$ cat src/sv/uer_pkg.sv
// shared types, constants and helpers of the ultrasonic echo ranger
`default_nettype none

package uer_pkg;

    // counter geometry
    localparam int CNT_BITS = 16;
    localparam logic [31:0] CNT_MAX = 32'((64'd1 << CNT_BITS) - 64'd1);

    // speed of sound as an exact ratio, halved for the round trip
    localparam int SPEED_NUM = 343;
    localparam int SPEED_DEN = 20000;
    localparam int REM_W     = 15;
    localparam int DIST_W    = 11;

    // register indexes
    localparam logic [1:0] REG_TRIG_LOW  = 2'd0;
    localparam logic [1:0] REG_TRIG_HIGH = 2'd1;
    localparam logic [1:0] REG_RISE_TMO  = 2'd2;
    localparam logic [1:0] REG_ECHO_TMO  = 2'd3;

    typedef enum logic [4:0] {
        PH_IDLE  = 5'b00001,
        PH_TLOW  = 5'b00010,
        PH_THIGH = 5'b00100,
        PH_RISE  = 5'b01000,
        PH_ECHO  = 5'b10000
    } t_phase;

    typedef struct packed {
        logic [7:0]  trig_low;
        logic [7:0]  trig_high;
        logic [15:0] rise_tmo;
        logic [15:0] echo_tmo;
    } t_cfg;

    typedef struct packed {
        t_phase              phase;
        logic [CNT_BITS-1:0] cnt;
        logic [DIST_W-1:0]   quo;
        logic [REM_W-1:0]    rem;
        logic [DIST_W-1:0]   last;
    } t_state;

    typedef struct packed {
        logic              trig;
        logic              busy;
        logic              done;
        logic              tmo;
        logic [DIST_W-1:0] distance;
    } t_result;

    // timeout of zero acts as one, anything past the counter range is clamped
    function automatic logic [31:0] clamp_limit(input logic [15:0] t);
        logic [31:0] v;
        v = (t == 16'd0) ? 32'd1 : 32'(t);
        if (v > CNT_MAX) begin
            v = CNT_MAX;
        end
        return v;
    endfunction

    function automatic logic [CNT_BITS-1:0] count_up(input logic [CNT_BITS-1:0] c);
        return (c == {CNT_BITS{1'b1}}) ? c : c + CNT_BITS'(1);
    endfunction

endpackage

`default_nettype wire

$ cat src/sv/ultrasonic_echo_ranger.sv
// top level of the ultrasonic echo ranger
//
// one input transaction is one microsecond tick: tdata[0] requests a new
// measurement, tdata[1] is the sampled echo pin level.  every tick gives
// exactly one output transaction with the trigger level to drive, busy,
// done, the timeout flag and the last distance in centimetres.
// a measurement drives the trigger low, then high, waits for the echo to
// rise and counts the echo-high ticks; distance = ticks * 343 / 20000,
// kept as a running quotient and remainder so no divider is needed.
// the result of a tick sits in the output register on the cycle after
// the tick is accepted.  throughput is one tick per cycle while the
// receiver takes results; the only loop is the phase and counter
// update in uer_step.  when the receiver stalls, the result is held and
// a new tick is taken only in the cycle the held result leaves.
// reset (synchronous, active low) returns to idle with zero distance and
// loads the registers with 2, 10, 65535, 65535.  the user writes registers
// via the plain write port only while idle; the block does not enforce it.
`default_nettype none

module ultrasonic_echo_ranger (
    input  logic        i_clk,
    input  logic        i_rst_n,
    // tick input: [0] command, [1] echo_level, [7:2] zero
    input  logic        i_s_tvalid,
    output logic        o_s_tready,
    input  logic [7:0]  i_s_tdata,
    // result: [0] trigger_level, [1] busy_res, [2] done_res, [3] timed_out,
    // [14:4] distance_cm, [15] zero
    output logic        o_m_tvalid,
    input  logic        i_m_tready,
    output logic [15:0] o_m_tdata,
    // register writes
    input  logic        i_cfg_wr_en,
    input  logic [1:0]  i_cfg_addr,
    input  logic [15:0] i_cfg_wdata
);

    uer_pkg::t_cfg    r_cfg;
    uer_pkg::t_state  r_state;
    uer_pkg::t_state  n_state;
    uer_pkg::t_result n_result;
    logic             r_m_valid;
    logic [15:0]      r_m_data;
    logic             s_accept;

    // output register frees up when empty or being drained
    assign o_s_tready = !r_m_valid || i_m_tready;
    assign s_accept   = i_s_tvalid && o_s_tready;

    uer_step u_step (
        .i_cfg        (r_cfg),
        .i_state      (r_state),
        .i_command    (i_s_tdata[0]),
        .i_echo_level (i_s_tdata[1]),
        .o_state      (n_state),
        .o_result     (n_result)
    );

    // configuration registers
    always_ff @(posedge i_clk) begin
        if (!i_rst_n) begin
            r_cfg.trig_low  <= 8'd2;
            r_cfg.trig_high <= 8'd10;
            r_cfg.rise_tmo  <= 16'hFFFF;
            r_cfg.echo_tmo  <= 16'hFFFF;
        end else if (i_cfg_wr_en) begin
            unique case (i_cfg_addr)
                uer_pkg::REG_TRIG_LOW:  r_cfg.trig_low  <= i_cfg_wdata[7:0];
                uer_pkg::REG_TRIG_HIGH: r_cfg.trig_high <= i_cfg_wdata[7:0];
                uer_pkg::REG_RISE_TMO:  r_cfg.rise_tmo  <= i_cfg_wdata;
                uer_pkg::REG_ECHO_TMO:  r_cfg.echo_tmo  <= i_cfg_wdata;
                default: ;
            endcase
        end
    end

    // measurement state advances once per accepted tick
    always_ff @(posedge i_clk) begin
        if (!i_rst_n) begin
            r_state.phase <= uer_pkg::PH_IDLE;
            r_state.cnt   <= '0;
            r_state.quo   <= '0;
            r_state.rem   <= '0;
            r_state.last  <= '0;
        end else if (s_accept) begin
            r_state <= n_state;
        end
    end

    // result register
    always_ff @(posedge i_clk) begin
        if (!i_rst_n) begin
            r_m_valid <= 1'b0;
        end else if (s_accept) begin
            r_m_valid <= 1'b1;
        end else if (i_m_tready) begin
            r_m_valid <= 1'b0;
        end
    end

    always_ff @(posedge i_clk) begin
        if (s_accept) begin
            r_m_data <= {1'b0, n_result.distance, n_result.tmo, n_result.done,
                         n_result.busy, n_result.trig};
        end
    end

    assign o_m_tvalid = r_m_valid;
    assign o_m_tdata  = r_m_data;

endmodule

`default_nettype wire

$ cat src/sv/uer_step.sv
// next-state and result logic for one tick
`default_nettype none

module uer_step (
    input  uer_pkg::t_cfg    i_cfg,
    input  uer_pkg::t_state  i_state,
    input  logic             i_command,
    input  logic             i_echo_level,
    output uer_pkg::t_state  o_state,
    output uer_pkg::t_result o_result
);

    always_comb begin
        uer_pkg::t_state s;
        logic            stop;
        logic            trig;
        logic            busy;
        logic            done;
        logic            tmo;
        logic [uer_pkg::REM_W:0] rsum;

        s    = i_state;
        stop = 1'b0;
        trig = 1'b0;
        busy = 1'b0;
        done = 1'b0;
        tmo  = 1'b0;
        rsum = '0;

        if (s.phase == uer_pkg::PH_IDLE && i_command) begin
            s.phase = uer_pkg::PH_TLOW;
            s.cnt   = '0;
        end

        // trigger low lead-in
        if (s.phase == uer_pkg::PH_TLOW) begin
            if (32'(s.cnt) < 32'(i_cfg.trig_low)) begin
                s.cnt = uer_pkg::count_up(s.cnt);
                busy  = 1'b1;
                stop  = 1'b1;
            end else begin
                s.phase = uer_pkg::PH_THIGH;
                s.cnt   = '0;
            end
        end

        // trigger pulse
        if (!stop && s.phase == uer_pkg::PH_THIGH) begin
            if (32'(s.cnt) < 32'(i_cfg.trig_high)) begin
                s.cnt = uer_pkg::count_up(s.cnt);
                trig  = 1'b1;
                busy  = 1'b1;
                stop  = 1'b1;
            end else begin
                s.phase = uer_pkg::PH_RISE;
                s.cnt   = '0;
            end
        end

        // wait for echo rising
        if (!stop && s.phase == uer_pkg::PH_RISE) begin
            if (!i_echo_level) begin
                s.cnt = uer_pkg::count_up(s.cnt);
                if (32'(s.cnt) >= uer_pkg::clamp_limit(i_cfg.rise_tmo)) begin
                    done    = 1'b1;
                    tmo     = 1'b1;
                    s.last  = '0;
                    s.phase = uer_pkg::PH_IDLE;
                    s.cnt   = '0;
                end else begin
                    busy = 1'b1;
                end
                stop = 1'b1;
            end else begin
                s.phase = uer_pkg::PH_ECHO;
                s.cnt   = '0;
                s.quo   = '0;
                s.rem   = '0;
            end
        end

        // echo high: distance kept as running quotient and remainder
        if (!stop && s.phase == uer_pkg::PH_ECHO) begin
            if (i_echo_level) begin
                s.cnt = uer_pkg::count_up(s.cnt);
                rsum  = {1'b0, s.rem} + (uer_pkg::REM_W+1)'(uer_pkg::SPEED_NUM);
                if (rsum >= (uer_pkg::REM_W+1)'(uer_pkg::SPEED_DEN)) begin
                    s.rem = uer_pkg::REM_W'(rsum - (uer_pkg::REM_W+1)'(uer_pkg::SPEED_DEN));
                    s.quo = s.quo + uer_pkg::DIST_W'(1);
                end else begin
                    s.rem = uer_pkg::REM_W'(rsum);
                end
                if (32'(s.cnt) >= uer_pkg::clamp_limit(i_cfg.echo_tmo)) begin
                    done    = 1'b1;
                    tmo     = 1'b1;
                    s.last  = '0;
                    s.phase = uer_pkg::PH_IDLE;
                    s.cnt   = '0;
                end else begin
                    busy = 1'b1;
                end
            end else begin
                s.last  = s.quo;
                done    = 1'b1;
                s.phase = uer_pkg::PH_IDLE;
                s.cnt   = '0;
            end
        end

        o_state           = s;
        o_result.trig     = trig;
        o_result.busy     = busy;
        o_result.done     = done;
        o_result.tmo      = tmo;
        o_result.distance = s.last;
    end

endmodule

`default_nettype wire

$ cat config.mk
export PLATFORM = sky130hd
export DESIGN_NAME = ultrasonic_echo_ranger
export DESIGN_NICKNAME = d
export VERILOG_FILES = /design/src/sv/uer_pkg.sv /design/src/sv/ultrasonic_echo_ranger.sv /design/src/sv/uer_step.sv
export SDC_FILE = /design/constraint.sdc
export NUM_CORES = 1
export LEC_CHECK = 0
export ABC_CLOCK_PERIOD_IN_PS = 12600
export BUFFER_PORTS_ARGS = -buffer_cell sky130_fd_sc_hd__buf_2
export CAP_MARGIN = 40
export CORE_MARGIN = 10
export CORE_UTILIZATION = 57
export CTS_BUF_LIST = sky130_fd_sc_hd__clkbuf_16
export DETAILED_ROUTE_END_ITERATION = 10
export GPL_ROUTABILITY_DRIVEN = 0
export MAX_ROUTING_LAYER = met4
export PLACE_DENSITY = 0.82
export SKIP_CTS_REPAIR_TIMING = 1
export SYNTH_ARGS = -nofsm -noshare
export SYNTH_HDL_FRONTEND = slang
export SYNTH_HIERARCHICAL = 1
export SYNTH_SLANG_ARGS = --single-unit
$ cat constraint.sdc
create_clock -name i_clk -period 12.6 [get_ports i_clk]
set_input_delay 1.26 -clock i_clk [delete_from_list [all_inputs] [get_ports i_clk]]
set_output_delay 1.26 -clock i_clk [all_outputs]
set_load 0.02 [all_outputs]
== Yosys cells after proc, flatten, opt, wreduce, memory -nomap -nowiden ==
Index checks and enable logic that the tools add are counted.

* Register bits: 122
* Bits of input ports: 31
* Output and inout port bits: 18

* Add/subtract/negate cells: 7
* $lt $le $gt $ge: 7
* Eq/ne operators: 12
* Mux-type cells: 56
* Reductions and logical operators: 18

{| class="wikitable"
|+ Operators with widths
! kind !! count
|-
| $mux 32 || 6
|-
| $mux 21 || 7
|-
| $mux 16 || 8
|-
| $mux 58 || 2
|-
| $add 16x1->16 const B || 4
|-
| $eq 16x16->1 const B || 4
|-
| $ge 16x32->1 || 2
|-
| $gt 32x16->1 const B || 2
|-
| $mux 11 || 5
|-
| $mux 26 || 2
|-
| $logic_not 16->1 || 2
|-
| $lt 16x8->1 || 2
|-
| $mux 1 || 23
|-
| $add 15x9->16 const B || 1
|-
| $ge 16x15->1 const B || 1
|-
| $mux 15 || 1
|-
| $sub 15x15->15 const B || 1
|-
| $add 11x1->11 const B || 1
|-
| $mux 5 || 2
|-
| $reduce_and 2->1 || 4
|-
| $eq 5x1->1 const B || 1
|-
| $eq 5x2->1 const B || 1
|-
| $eq 5x3->1 const B || 1
|-
| $eq 5x4->1 const B || 1
|-
| other kinds (8) || 16
|}

== Longest topological paths before layout ==
* Depth after elaboration: 25
* Depth in mapped cells: 68

== Hierarchy ==
The synthesis kept the hierarchy.

{| class="wikitable"
|+ By module, submodules not included
! module !! instances !! cells an instance !! area each (um^2)
|-
| uer_step || 1 || 938 || 6,042.0
|-
| ultrasonic_echo_ranger || 1 || 478 || 4,508.1
|}

== Least setup slack after synthesis ==
No wires, ideal clock.

* Path type: input to register
* Start: in i_s_tdata[0]
* End: reg r_state[4] in the netlist's numbering
* Arrival time: 13.759 ns
* Slack: -1.231 ns
* Stages on the path: 63
* Cell sequence: and3b_1 clkbuf_1 nand2_1 clkbuf_1 nand2_1 inv_1 ha_1 a211oi_1 nor2_1 or3_1 o41ai_1 ha_1 o21a_1 o21a_1 o21ai_0 o2111a_1 o41ai_1 o31ai_1 [27 not listed] a21o_1 a21o_1 a21o_1 a21o_1 a21o_1 a21o_1 a21o_1 a21oi_1 o211a_1 or3_1 and2_1 nand2b_1 nor2b_1 clkbuf_1 a22o_1 buf_4 nand2_1 mux2i_1

{| class="wikitable"
|+ RTL lines
! item !! RTL line !! text
|-
| start: declaration || ultrasonic_echo_ranger.sv:26 || <nowiki>input logic [7:0] i_s_tdata,</nowiki>
|-
| end signal: assignment || ultrasonic_echo_ranger.sv:86 || <nowiki>r_state <= n_state;</nowiki>
|-
| end: declaration || ultrasonic_echo_ranger.sv:39 || <nowiki>uer_pkg::t_state r_state;</nowiki>
|}

==> flow_summary_export.csv <==
group,metric,value,unit
pwr,total_power,1.014,mW
placement,dp_hpwl,22700,um
outcome,status,"finished with violations",
finish,fillers,1457,
setup_path,required,12.95,ns
pwr,peakVddDrop,0.00009085,V
global_route,antenna_found_initial,0,
finish,layout_commonest_cell,"nand2_1",
synthesis,synth-simple-area-share,0.3011,
flow_run,maxCapViolCount,0,
finish,area_growth,14.48,%
sta,drv_slew,0,
drt,ant_nets,0,
die,fp-row-count,49,
sta,worst_pin_slew,0.9132,ns
synthesis,netlist_area,10550,um2
global_route,first_global_vias,10190,
min_path,worstHoldPathType,"reg2reg",
drt,wl,31280,um
sta,max_freq,82.24,MHz
synthesis,ys_ff_latch,122,
drt,vias,11110,
setup_path,crit_slowest_cell,"or4b_1",
setup_path,worst-endpoint-arrival,12.51,ns
sta,hold_ws,0.4609,ns
synthesis,async_flop_share,0,
synthesis,syn_nets,1500,
drt,wl_per_cell,18.21,um
synthesis,synth_edf_count,15,
die,pin_count,49,
clocking,cts_buffer_depth,2,
sta,finalSetupViolations,0,
die,fp.dieW,156.0,um
synthesis,synth_compound_area_frac,0.2094,
die,core-area,18090,um2
setup_path,worstSetupEndpointType,"register",
placement,placed_area,11310,um2
synthesis,synth-main-ff-cell,"dfxtp_1",
clocking,cts_sinks,122,
drt,drc,1,
synthesis,syn_area_per_cell,7.451,um2
setup_path,cpPeakStageDelay,0.56,ns
global_route,grt_max_degree,67,
clocking,cts_tree,"built",
synthesis,yosysTopAreaCellShare,0.2030,
clocking,root_buffer,"clkbuf_16",
drt,drtIter0Drc,1480,
finish,drive_above_1_share,0.1686,
setup_path,path_common_cell,"a21o_1",
global_route,grt_usage,0.2541,
synthesis,synth.distinct_cells,98,
sta,hold_viol_final,0,
clocking,clkTransAtPathRegs,0.06,ns
global_route,grt.overflow.total,0,
clocking,cts_max_level,4,
synthesis,ys_seq_area_frac,0.2457,
sta,max-slew-margin-rel,0.3890,
pwr,powerDensity,83.93,nW/um2
finish,final_core_util,0.6678,
finish,nNetsFinal,1560,
synthesis,synthCells,1416,
synthesis,synth_mux_area_frac,0.06902,
outcome,violations,"design-rule violations",
placement,portBuffers,41,
drt,first_pass_iters,9,
synthesis,synth-xor-area-share,0.04317,
clocking,cts_buffers,17,
sta,fin_setup_tns,0,ns
synthesis,yosys-top-cells-area,"dfxtp_1 (20%), nand2_1 (10%), ha_1 (6.3%), mux2i_1 (6.3%), edfxtp_1 (4.3%)",
finish,diodes,0,
sta,fin_worst_skew,0.01081,ns
synthesis,synth_top_area_cell,"dfxtp_1",
die,die_h,156.0,um
clocking,clock_latency,0.42,ns
sta,finalCritPeriodShare,0.9650,
setup_path,start_kind,"input port",
die,dieArea,24350,um2
setup_path,worst-path-max-fanout,8,
synthesis,synth_fa_ha_area_frac,0.06286,
pwr,total_leakage_power,5.252,nW
die,initial_core_util,0.5833,
synthesis,ys_warn_count,6,
finish,design_area,12080,um2
global_route,grt_pass1_wl,50270,um
setup_path,crit_type,"in2reg",
sta,min_period,12.16,ns
drt,vias_per_cell,6.464,
finish,final_cell_mix,"nand2_1 (282), dfxtp_1 (107), buf_4 (89)",
synthesis,synth_top_family_by_area,"simple AND/OR/NAND/NOR gates",
[layer usage]
layer,share of wire,GRT usage,up-vias
met3,0.10,0.05542,127
met5,0,-,-
met4,0.037,0.1043,0
li1,-,-,5229
met1,0.41,0.3153,5091
met2,0.45,0.3932,658
[final cells by class]
cell class / count / area (um2) / share of cell area
Multi-Input combinational cell: 1135 / 7467 / 0.6183
Sequential cell: 122 / 2592 / 0.2146
Timing Repair Buffer: 131 / 908.4 / 0.07521
Clock buffer: 17 / 425.4 / 0.03522
Tap cell: 229 / 286.5 / 0.02372
Inverter: 69 / 259.0 / 0.02144
Clock inverter: 15 / 138.9 / 0.01150
[per-stage QoR]
step	cells	setup slack (ns)
6_report	1718	0.4405
5_1_grt	1718	-0.08579
4_1_cts	1709	-0.03141
3_5_place_dp	1677	-0.3382
3_3_place_gp	1676	0.1016
2_1_floorplan	1416	0.002236
[worst max-delay path, delay by kind of cell]
kind                     cells  cell delay [ns]
buffers and inverters        5             0.81
adder cells (fa/ha/maj)      4             1.03
AND/OR/NAND/NOR             16             3.10
AO/OA/AOI/OAI               28             5.60
XOR/XNOR                     1             0.21
multiplexers                 2             0.48
[kinds of logic after synthesis]
kind of cell | count (synthesis)
simple gates | 644
other cells | 1
flops | 122
compound gates | 313
mux | 72
xor+xnor | 52
fa+ha+maj | 53
buf+inv | 159
[report_power, final]
group | internal [mW] | switching, mW
combinational | 0.0505 | 0.0744
clock | 0.275 | 0.200
sequential | 0.404 | 0.00930
[synth_stat cells, types with 15 or more instances]
cell      number
nand3_1       83
or3_1         20
edfxtp_1      15
clkbuf_1      51
nor3_1        33
buf_2         18
xor2_1        17
nand4_1       16
a31oi_1       26
nand2_1      284
mux2i_1       66
ha_1          53
o21ai_0       54
inv_1         69
xnor2_1       35
a21oi_1       56
dfxtp_1      107
nor4_1        17
a21o_1        22
nor2_1        86
and2_1        19
[final timing paths]
kind / startpoint / endpoint / slack [ns] / cells past startpoint
worst min register to register: r_state[9]$_SDFFE_PN0P_ / r_state[9]$_SDFFE_PN0P_ / 0.46 / 2
worst min-delay path: r_state[9]$_SDFFE_PN0P_ / r_state[9]$_SDFFE_PN0P_ / 0.46 / 2
worst max-delay path: i_s_tdata[0] / r_state[39]$_SDFFE_PN0P_ / 0.44 / 56
worst max register to register: r_state[54]$_SDFFE_PN0P_ / r_state[39]$_SDFFE_PN0P_ / 0.82 / 55
[state kept, by name (all words and copies together) (netlist names)]
signal	flops
r_state	58
o_m_tvalid	1
r_cfg	48
o_m_tdata	15
No activity file was read; power rests on OpenSTA's default activity.
